## src/rtl/sfd_pkg.sv

```systemverilog
// Shared types, constants and the CRC step for the stuffed frame deframer.
// No dependencies; used by stuffed_frame_deframer_crc16_unit.
package sfd_pkg;

    localparam int unsigned MAX_PAYLOAD  = 254;
    localparam int unsigned BUFFER_BYTES = 256;
    localparam int unsigned MIN_RAW      = 4;
    localparam int unsigned CRC_BYTES    = 2;
    localparam int unsigned CNT_W        = 9;

    localparam logic [CNT_W-1:0] BUFFER_LIMIT  = CNT_W'(BUFFER_BYTES);
    localparam logic [CNT_W-1:0] UNSTUFFED_MAX = CNT_W'(MAX_PAYLOAD + CRC_BYTES);
    localparam logic [CNT_W-1:0] RAW_MIN       = CNT_W'(MIN_RAW);
    localparam logic [CNT_W-1:0] CRC_LEN       = CNT_W'(CRC_BYTES);

    typedef logic [CNT_W-1:0] count_t;

    typedef enum logic [2:0] {
        EV_PAYLOAD  = 3'd0,
        EV_GOOD     = 3'd1,
        EV_CRC      = 3'd2,
        EV_SHORT    = 3'd3,
        EV_SYNC     = 3'd4,
        EV_NOSYNC   = 3'd5,
        EV_OVERFLOW = 3'd6
    } event_t;

    typedef enum logic [2:0] {
        CFG_SYNC_CODE   = 3'd0,
        CFG_END_CODE    = 3'd1,
        CFG_ESCAPE_CODE = 3'd2,
        CFG_MAX_STUFFED = 3'd3,
        CFG_CRC_POLY    = 3'd4,
        CFG_CRC_INIT    = 3'd5
    } cfg_index_t;

    // MSB-first CRC-16 update over one byte
    function automatic logic [15:0] crc16_byte(input logic [15:0] crc_in,
                                               input logic [7:0]  data,
                                               input logic [15:0] poly);
        logic [15:0] crc;
        crc = crc_in ^ {data, 8'h00};
        for (int i = 0; i < 8; i++) begin
            if (crc[15])
                crc = {crc[14:0], 1'b0} ^ poly;
            else
                crc = {crc[14:0], 1'b0};
        end
        return crc;
    endfunction

endpackage

```

## src/rtl/stuffed_frame_deframer_crc16_unit.sv

```systemverilog
// Byte-stuffed frame deframer with CRC-16 check: top level.
// Depends on sfd_pkg for event codes, register indexes and the CRC step.
//
// Takes one raw received byte per request on the s_ side and gives at most one
// result per byte on the m_ side: an unstuffed payload byte or a frame status.
// The sustained rate is one byte per clock cycle unless m_tready stalls the output; a
// byte's result is registered in the input register and then the result register, with
// the unstuffing, counters and a byte-wide CRC update between them.
// Payload leaves through a two-byte delay so the trailing CRC bytes are never emitted.
// Write the configuration registers only while the block is idle.
module stuffed_frame_deframer_crc16_unit (
    input  logic                 clk,
    input  logic                 rst_n,
    // slave stream: tdata = rx_byte[7:0]
    input  logic                 s_tvalid,
    output logic                 s_tready,
    input  logic [7:0]           s_tdata,
    // master stream: tdata = payload_byte[7:0], payload_length[15:8]
    output logic                 m_tvalid,
    input  logic                 m_tready,
    output logic [15:0]          m_tdata,
    // master stream: tuser = event_res[2:0]
    output logic [2:0]           m_tuser,
    // configuration write channel
    input  logic                 cfg_valid,
    output logic                 cfg_ready,
    input  sfd_pkg::cfg_index_t  cfg_index,
    input  logic [15:0]          cfg_data
);
    import sfd_pkg::*;

    logic [7:0]  sync_code_reg;
    logic [7:0]  end_code_reg;
    logic [7:0]  escape_code_reg;
    logic [8:0]  max_stuffed_reg;
    logic [15:0] crc_poly_reg;
    logic [15:0] crc_init_reg;

    logic        in_valid_reg;
    logic [7:0]  in_byte_reg;

    logic        in_frame_reg, in_frame_next;
    logic        esc_pend_reg, esc_pend_next;
    count_t      stuffed_reg, stuffed_next;
    count_t      unstuffed_reg, unstuffed_next;
    logic [7:0]  held0_reg, held0_next;
    logic [7:0]  held1_reg, held1_next;
    logic [15:0] crc_reg, crc_next;

    logic        out_valid_reg;
    event_t      out_event_reg;
    logic [7:0]  out_byte_reg;
    logic [7:0]  out_len_reg;

    logic        advance;
    logic        res_valid;
    event_t      res_event;
    logic [7:0]  res_byte;
    logic [7:0]  res_len;
    count_t      limit;
    count_t      len_full;
    logic [7:0]  val;
    logic        take_val;

    assign cfg_ready = 1'b1;

    always_ff @(posedge clk or negedge rst_n)
    begin
        if (!rst_n)
        begin
            sync_code_reg   <= 8'd2;
            end_code_reg    <= 8'd3;
            escape_code_reg <= 8'd16;
            max_stuffed_reg <= 9'd256;
            crc_poly_reg    <= 16'h1021;
            crc_init_reg    <= 16'h0000;
        end
        else if (cfg_valid)
        begin
            unique case (cfg_index)
                CFG_SYNC_CODE:   sync_code_reg   <= cfg_data[7:0];
                CFG_END_CODE:    end_code_reg    <= cfg_data[7:0];
                CFG_ESCAPE_CODE: escape_code_reg <= cfg_data[7:0];
                CFG_MAX_STUFFED: max_stuffed_reg <= cfg_data[8:0];
                CFG_CRC_POLY:    crc_poly_reg    <= cfg_data;
                CFG_CRC_INIT:    crc_init_reg    <= cfg_data;
                default:         ;
            endcase
        end
    end

    assign advance  = in_valid_reg && (!out_valid_reg || m_tready);
    assign s_tready = !in_valid_reg || advance;

    always_ff @(posedge clk or negedge rst_n)
    begin
        if (!rst_n)
            in_valid_reg <= 1'b0;
        else if (s_tready)
            in_valid_reg <= s_tvalid;
    end

    always_ff @(posedge clk)
    begin
        if (s_tready && s_tvalid)
            in_byte_reg <= s_tdata;
    end

    assign limit    = (max_stuffed_reg > BUFFER_LIMIT) ? BUFFER_LIMIT : count_t'(max_stuffed_reg);
    assign len_full = unstuffed_reg - CRC_LEN;

    always_comb
    begin
        in_frame_next  = in_frame_reg;
        esc_pend_next  = esc_pend_reg;
        stuffed_next   = stuffed_reg;
        unstuffed_next = unstuffed_reg;
        held0_next     = held0_reg;
        held1_next     = held1_reg;
        crc_next       = crc_reg;
        res_valid      = 1'b0;
        res_event      = EV_PAYLOAD;
        res_byte       = 8'd0;
        res_len        = 8'd0;
        val            = in_byte_reg;
        take_val       = 1'b0;

        if (!in_frame_reg)
        begin
            priority if (in_byte_reg == sync_code_reg)
            begin
                in_frame_next  = 1'b1;
                esc_pend_next  = 1'b0;
                stuffed_next   = count_t'(1);
                unstuffed_next = '0;
                held0_next     = 8'd0;
                held1_next     = 8'd0;
                crc_next       = crc_init_reg;
            end
            else if (in_byte_reg == end_code_reg)
            begin
                res_valid = 1'b1;
                res_event = EV_NOSYNC;
            end
            else
            begin
            end
        end
        else
        begin
            priority if (stuffed_reg >= limit)
            begin
                in_frame_next  = 1'b0;
                esc_pend_next  = 1'b0;
                stuffed_next   = '0;
                unstuffed_next = '0;
                res_valid      = 1'b1;
                res_event      = EV_OVERFLOW;
            end
            else if (in_byte_reg == sync_code_reg)
            begin
                esc_pend_next  = 1'b0;
                stuffed_next   = count_t'(1);
                unstuffed_next = '0;
                held0_next     = 8'd0;
                held1_next     = 8'd0;
                crc_next       = crc_init_reg;
                res_valid      = 1'b1;
                res_event      = EV_SYNC;
            end
            else if (in_byte_reg == end_code_reg)
            begin
                in_frame_next  = 1'b0;
                esc_pend_next  = 1'b0;
                stuffed_next   = '0;
                unstuffed_next = '0;
                res_valid      = 1'b1;
                priority if (stuffed_reg < RAW_MIN || unstuffed_reg < CRC_LEN)
                    res_event = EV_SHORT;
                else if ({held1_reg, held0_reg} != crc_reg)
                begin
                    res_event = EV_CRC;
                    res_len   = len_full[7:0];
                end
                else
                begin
                    res_event = EV_GOOD;
                    res_len   = len_full[7:0];
                end
            end
            else
            begin
                stuffed_next = stuffed_reg + count_t'(1);
                priority if (esc_pend_reg)
                begin
                    esc_pend_next = 1'b0;
                    val           = escape_code_reg + in_byte_reg;
                    take_val      = 1'b1;
                end
                else if (in_byte_reg == escape_code_reg)
                    esc_pend_next = 1'b1;
                else
                    take_val = 1'b1;

                if (take_val)
                begin
                    priority if (unstuffed_reg >= UNSTUFFED_MAX)
                    begin
                        in_frame_next  = 1'b0;
                        esc_pend_next  = 1'b0;
                        stuffed_next   = '0;
                        unstuffed_next = '0;
                        res_valid      = 1'b1;
                        res_event      = EV_OVERFLOW;
                    end
                    else
                    begin
                        unstuffed_next = unstuffed_reg + count_t'(1);
                        held0_next     = held1_reg;
                        held1_next     = val;
                        if (unstuffed_reg >= CRC_LEN)
                        begin
                            crc_next  = crc16_byte(crc_reg, held0_reg, crc_poly_reg);
                            res_valid = 1'b1;
                            res_event = EV_PAYLOAD;
                            res_byte  = held0_reg;
                        end
                    end
                end
            end
        end
    end

    always_ff @(posedge clk or negedge rst_n)
    begin
        if (!rst_n)
        begin
            in_frame_reg  <= 1'b0;
            esc_pend_reg  <= 1'b0;
            stuffed_reg   <= '0;
            unstuffed_reg <= '0;
            held0_reg     <= 8'd0;
            held1_reg     <= 8'd0;
            crc_reg       <= 16'h0000;
        end
        else if (advance)
        begin
            in_frame_reg  <= in_frame_next;
            esc_pend_reg  <= esc_pend_next;
            stuffed_reg   <= stuffed_next;
            unstuffed_reg <= unstuffed_next;
            held0_reg     <= held0_next;
            held1_reg     <= held1_next;
            crc_reg       <= crc_next;
        end
    end

    always_ff @(posedge clk or negedge rst_n)
    begin
        if (!rst_n)
            out_valid_reg <= 1'b0;
        else if (advance)
            out_valid_reg <= res_valid;
        else if (m_tready)
            out_valid_reg <= 1'b0;
    end

    always_ff @(posedge clk)
    begin
        if (advance && res_valid)
        begin
            out_event_reg <= res_event;
            out_byte_reg  <= res_byte;
            out_len_reg   <= res_len;
        end
    end

    assign m_tvalid = out_valid_reg;
    assign m_tuser  = out_event_reg;
    assign m_tdata  = {out_len_reg, out_byte_reg};

    a_idle_counts: assert property (@(posedge clk) disable iff (!rst_n)
        !in_frame_reg |-> (stuffed_reg == '0 && unstuffed_reg == '0 && !esc_pend_reg))
        else $error("counters or escape left set outside a frame");

    a_unstuffed_bound: assert property (@(posedge clk) disable iff (!rst_n)
        unstuffed_reg <= UNSTUFFED_MAX)
        else $error("unstuffed count beyond payload limit");

    a_stuffed_bound: assert property (@(posedge clk) disable iff (!rst_n)
        stuffed_reg <= BUFFER_LIMIT)
        else $error("stuffed count beyond buffer size");

    a_len_only_status: assert property (@(posedge clk) disable iff (!rst_n)
        (m_tvalid && out_event_reg != EV_GOOD && out_event_reg != EV_CRC)
            |-> out_len_reg == 8'd0)
        else $error("length reported on a non-status event");

    a_byte_only_payload: assert property (@(posedge clk) disable iff (!rst_n)
        (m_tvalid && out_event_reg != EV_PAYLOAD) |-> out_byte_reg == 8'd0)
        else $error("data byte reported on a status event");

endmodule

```

## config.mk

```make
export PLATFORM = sky130hd
export DESIGN_NAME = stuffed_frame_deframer_crc16_unit
export DESIGN_NICKNAME = d
export VERILOG_FILES = /design/src/rtl/sfd_pkg.sv /design/src/rtl/stuffed_frame_deframer_crc16_unit.sv
export SDC_FILE = /design/constraint.sdc
export NUM_CORES = 1
export LEC_CHECK = 0
export BUFFER_PORTS_ARGS = -buffer_cell sky130_fd_sc_hd__buf_2
export CAP_MARGIN = 40
export CORE_ASPECT_RATIO = 1.75
export CORE_MARGIN = 2
export CORE_UTILIZATION = 51
export CTS_CLUSTER_DIAMETER = 200
export DETAILED_ROUTE_END_ITERATION = 8
export GPL_ROUTABILITY_DRIVEN = 0
export PLACE_DENSITY = 0.79
export SLEW_MARGIN = 20
export SYNTH_ARGS = -nofsm -noshare
export SYNTH_HDL_FRONTEND = slang
export SYNTH_SLANG_ARGS = --single-unit
```

## constraint.sdc

```tcl
create_clock -name clk -period 12.8 [get_ports clk]
set_clock_uncertainty 0.2 [all_clocks]
set_input_delay 0.64 -clock clk [delete_from_list [all_inputs] [get_ports clk]]
set_output_delay 0.64 -clock clk [all_outputs]
set_load 0.005 [all_outputs]
```

==> impl_results.md, run 1 <==
- Status: complete, no violations
- Post-Layout Cell Count: 1384
- Io pins: 54
- Crit-path slowest cell: a2111oi_0
- Commonest non-fill, non-tap cell in the layout: nand2_1
- Crit path from: crc_reg[15]$_DFFE_PN0P_
- Reg-to-reg startpoint: crc_reg[15]$_DFFE_PN0P_
- Critical setup path kind: flop to flop
- Async set or reset register ratio after synthesis: between 80 and 90%
- Worst vdd ir: 0.000133 V
- Post-synthesis cell count: between 1000 and 1500
- Hold Fails Final Rpt: 0
- Final design utilization: approximately 58%
- Post-Place Cells: between 1000 and 1500
- PostCTS Resize Cnt: 0
- WP data arrival: about 5700 ps
- Post-CTS setup buffers: 0
- Largest stage delay on the critical path: between 900 and 1000 ps
- Final Net Count: between 1000 and 1500
- Pwr dens: between 150 and 200 nW/um^2
- Clk buf depth: 2
- CTS root buffer: clkbuf_16
- Layout cells sized above 1: 16.4%
- H-tree levels: 4
- Clock Sinks: around 150
- Filler instances: between 1500 and 2000
- Die area: 21300 sq um
- Crit. End Element: flop
- Num CTS Buffers: 17
- Vias: approximately 9100
- P_leak: between 4 and 5 nW
- CTS clk-pin slew, worst paths: roughly 60 ps
- Synth Register Bits: around 150
- Vias in the first global route: a little under 9000
- Slew Limit Fails: 0
- HP Class: input port to flop
- Pin count of the biggest net entering global routing: slightly above 60
- DRT Wirelength: about 29000 microns
- Area growth from synthesis to layout: 11.0%
- Worst slew pin tran: 908 ps
- Slew headroom: a little under two fifths
- Synthesized area: roughly 10000 sq um
- Routed WL per cell: between 20 and 25 microns
- Mean Syn Cell Area: between 9 and 10 sq um
- Setup TNS: 0 ps
- Highest clock rate: around 180 MHz
- Post-synthesis sequential area ratio: between 30% and 40%
- Main synth FF type: dfrtp_1
- FF-to-FF setup slack: a little over 7000 ps
- Final Cycle Share: between 40% and 50%
- Min Tclk post-route: roughly 5600 ps
- Worst skew pair latency: between 400 and 500 ps
- Synth cell types: a little under 80
- GRT overflow: 0
- Total Power: approximately 2.2 mW
- Crit path required time: 12890 ps
- DRC: 0
- Syn nets: between 1000 and 1500
- Startpoint types: flop
- Initial cell density of the core: approximately half
- Pre-CTS setup slack: 7350 ps
- Min-delay src: s_tdata[6]
- Core area: 19700 sq um
- Max Cap Viol: 0
- TritonRoute pass-1 iters: 5
- # rows: between 60 and 70
- Worst path cell trace: xor2_2 -> nand3_1 -> a21oi_1 -> a211oi_1 -> o21ai_0 -> a211oi_1 -> o31a_1 -> o21ai_0 -> nand3_1 -> a2111oi_0 -> mux2i_1 -> o211ai_1
- EDFF count, synth: 27
- First-pass GRT wire length: between 40000 and 50000 microns
- Die span in x: 111 microns
- YS warnings: 0
- Diodes inserted: 0
- Vias/cell: between 6 and 7
- Worst Path Max Fanout: 14
- 1st-iter DRT viols: around 600
- Tot GR Track Use: 26.8%
- CTS tree: built
- Most frequent cells in the layout: 114 x nand2_1, 111 x dfrtp_1, 95 x xnor2_1
- Final worst setup slack: 7220 ps
- Final Setup Violations: 0
- Hold buffers post-CTS: 0
- Detail Route Antenna Nets: 0
- Die height: between 150 and 200 microns
- Antenna violations before repair: 2
- RSZ-0062 raised after global routing: no
- Detailed placement HPWL: between 20000 and 25000 microns
- PortBufs: 52
## layer usage
layer	track usage (%)	up-vias	share of wire [%]	routed length [microns]
li1	-	4161	-	-
met5	0	-	0	0
met2	49.7	334	53	15300
met3	4.29	137	4.6	1310
met4	19.0	0	7.7	2190
met1	27.2	4477	34	9830
## cell type report
type                    instances  area (sq um)  share of cell area (%)
clock buffers                  19           443                    3.89
inverters                      33           124                    1.09
clock inverters                13           111                   0.977
repair buffers                 80           533                    4.68
multi-input cells             848          6080                    53.3
flip-flops and latches        146          3800                    33.3
well taps                     245           307                    2.69
## path summary, 6_finish.rpt
kind                                                     end  cells past startpoint
worst max-delay path                 crc_reg[12]$_DFFE_PN0P_                     12
worst min-delay path                in_byte_reg[6]$_DFFE_PP_                      1
worst max register to register       crc_reg[12]$_DFFE_PN0P_                     12
worst min register to register   crc_init_reg[6]$_DFFE_PN0P_                      1
max in group asynchronous       crc_poly_reg[12]$_DFFE_PN1P_                      5
min in group asynchronous        crc_init_reg[2]$_DFFE_PN0P_                      2
## report_power, final
part           internal (mW)  switching, mW  total [mW]
Combinational          0.407          0.634        1.04
Sequential             0.553         0.0963       0.649
Clock                  0.272          0.195       0.466
Total                   1.23          0.925        2.16
## logic make-up (layout without fill, tap and decap cells)
logic type / Yosys count / in the layout / share of synthesized area (%)
AO/OA/AOI/OAI: 296 / 296 / 20.7
XOR/XNOR: 116 / 116 / 10.6
adder cells (fa/ha/maj): 23 / 23 / 2.88
buffers and inverters: 104 / 145 / 4.16
flip-flops: 146 / 146 / 37.0
multiplexers: 74 / 74 / 7.83
other: 1 / 1 / 0.0365
AND/OR/NAND/NOR: 338 / 338 / 16.8
## worst max-delay path: cells and delay by family (launching register included)
| family | cells | cell delay (ps) |
|---|---|---|
| multiplexers | 1 | 270 |
| XOR/XNOR | 1 | 570 |
| flip-flops | 1 | 450 |
| AND/OR/NAND/NOR | 2 | 1000 |
| AO/OA/AOI/OAI | 8 | 2930 |
## through the flow
| stage | instance area, sq um | hold WS [ps] |
|---|---|---|
| 6_report | 11400 | 191 |
| 5_1_grt | 11400 | 174 |
| 4_1_cts | 11300 | 110 |
| 3_5_place_dp | 10700 | 291 |
| 3_3_place_gp | 10700 | 279 |
| 2_1_floorplan | 10300 | 144 |
## cell usage after synthesis (all sizes together), types with 22 or more instances
cell type / n / share of area (%)
dfrtp: 111 / 27
xnor2: 97 / 8.4
clkbuf: 59 / 2.2
o21ai: 77 / 3.8
mux2i: 24 / 2.3
mux2: 50 / 5.5
nor2: 60 / 2.2
inv: 30 / 1.1
edfxtp: 27 / 7.9
nand3: 47 / 2.3
nand2: 114 / 4.2
ha: 22 / 2.7
a21oi: 33 / 1.6
Power figures use the tool's default switching activity.
==> run 2, diff against run 1 <==
- clock period: 12.8 -> 5.2 ns (I/O delays scaled with it)
==> impl_results.md, run 2 (synthesis gave the netlist of run 1 again) <==
- Status: complete, no violations
- Startpoint types: flop
- Total Power: 5.39 mW
- Antenna violations before repair: 0
- Tot GR Track Use: about 28%
- Min-delay src: cfg_index[1]
- Routed WL per cell: 21.3 microns
- HP Class: input port to flop
- Reg-to-reg startpoint: held0_reg[5]$_DFFE_PN0P_
- Final Net Count: about 1200
- Max Cap Viol: 0
- Area occupied by multi-input gates: between 6000 and 7000 sq um
- H-tree levels: 4
- Post-Layout Cell Count: between 1000 and 1500
- Min Tclk post-route: slightly below 5000 ps
- Area after DPL: roughly 11000 sq um
- Worst vdd ir: approximately 0.00033 V
- Highest clock rate: between 200 and 250 MHz
- Final Setup Violations: 0
- Crit path from: held0_reg[5]$_DFFE_PN0P_
- Num CTS Buffers: 17
- Crit. End Element: flop
- Setup TNS: 0 ps
- Die span in x: approximately 110 microns
- # rows: slightly below 70
- Die area: roughly 21000 sq um
- RSZ-0062 raised after global routing: no
- Pwr dens: roughly 460 nW/um^2
- GRT overflow: 0
- Vias/cell: 6.58
- Worst Path Max Fanout: 14
- Worst slew pin tran: 817 ps
- Register area: 3800 sq um
- Detailed placement HPWL: roughly 22000 microns
- Final Cycle Share: between 90% and 100%
- Pin count of the biggest net entering global routing: a little under 50
- Clock Sinks: around 150
- First-pass GRT wire length: about 48000 microns
- Slew Limit Fails: 0
- DRT Wirelength: about 30000 microns
- Io pins: 54
- CTS root buffer: clkbuf_16
- Commonest non-fill, non-tap cell in the layout: nand2_1
- P_leak: 4.79 nW
- PortBufs: 52
- Initial cell density of the core: roughly half
- Diodes inserted: 0
- Detail Route Antenna Nets: 0
- Layout cells sized above 1: 16.6%
- Core area: roughly 20000 sq um
- Crit path required time: about 5300 ps
- Critical setup path kind: flop to flop
- DRC: 0
- Post-Place Cells: roughly 1400
- Post-CTS setup buffers: 0
- WP data arrival: a little under 5000 ps
- Most frequent cells in the layout: 114 x nand2_1, 111 x dfrtp_1, 95 x xnor2_1
- TritonRoute pass-1 iters: 5
- Hold Fails Final Rpt: 0
- Worst skew pair latency: 430 ps
- Filler instances: 1621
- CTS clk-pin slew, worst paths: approximately 60 ps
- Vias in the first global route: 8943
- Design area: between 10000 and 15000 sq um
- Vias: slightly above 9000
- Die height: roughly 190 microns
- 1st-iter DRT viols: 617
- Slew headroom: between 40% and 50%
- CTS tree: built
- Area growth from synthesis to layout: 14.0%
- Clk buf depth: 2
## run 2: cell types whose count changed in the layout (fill, tap and decap cells not counted), sizes merged
cell	change
dlygate4sd3	+27
buf	+8
clkinvlp	-2
clkbuf	+4
dlymetal6s2s	-1
bufinv	+1
clkinv	-3
## run 2: through the flow
| stage | util [%] | setup WS, ps | hold WS [ps] |
|---|---|---|---|
| floorplan | - | 750 | -236 |
| global placement | 54.6 | 552 | 237 |
| detailed placement | 54.8 | 367 | 110 |
| CTS | 59.2 | 349 | 108 |
| global route | 59.3 | 49.1 | 159 |
| finish | 59.3 | 328 | 146 |
## run 2: what timing repair did
item	CTS	global route
endpoints found under the hold margin	89	0
resized for setup	0	0
hold buffers	28	0
## run 2: worst paths after layout
check	endpoint	slack, ps	cells past startpoint
min reg2reg	crc_init_reg[9]$_DFFE_PN0P_	310	1
max	crc_reg[15]$_DFFE_PN0P_	330	13
max in group asynchronous	crc_reg[0]$_DFFE_PN0P_	3380	4
max reg2reg	crc_reg[15]$_DFFE_PN0P_	330	13
min in group asynchronous	crc_poly_reg[1]$_DFFE_PN0P_	190	2
min	sync_code_reg[0]$_DFFE_PN0P_	150	3
## run 2: final cells by class
| cell class | count | share of cell area [%] |
|---|---|---|
| flip-flops and latches | 146 | 32.5 |
| well taps | 245 | 2.62 |
| clock buffers | 23 | 4.09 |
| multi-input cells | 848 | 51.9 |
| clock inverters | 9 | 0.898 |
| inverters | 33 | 1.06 |
| repair buffers | 114 | 6.98 |
## run 2: power by group
group | switching (mW) | total, mW | internal [mW]
clock | 0.465 | 1.21 | 0.743
combinational | 1.56 | 2.59 | 1.03
sequential | 0.227 | 1.59 | 1.36
total | 2.25 | 5.39 | 3.14
## run 2: worst max-delay path, stage by stage, from the launching register on
cell	delay (ps)
dfrtp_1	450
xnor2_1	560
xnor2_1	300
mux2_2	400
a21o_1	170
buf_4	190
a31oi_1	330
o21a_1	250
nor2_1	90
or3_1	430
and4_1	310
a2111oi_0	650
mux2i_1	300
o211ai_1	120
## run 2: layer usage
| metal | part of all wire (%) | wire length [microns] | up-vias | track usage [%] |
|---|---|---|---|---|
| met2 | 52 | 15700 | 437 | 52.0 |
| met1 | 34 | 10100 | 4498 | 27.9 |
| met5 | 0 | 0 | - | 0 |
| met4 | 9.3 | 2820 | 0 | 23.6 |
| met3 | 4.8 | 1460 | 177 | 3.85 |
| li1 | - | - | 4214 | - |
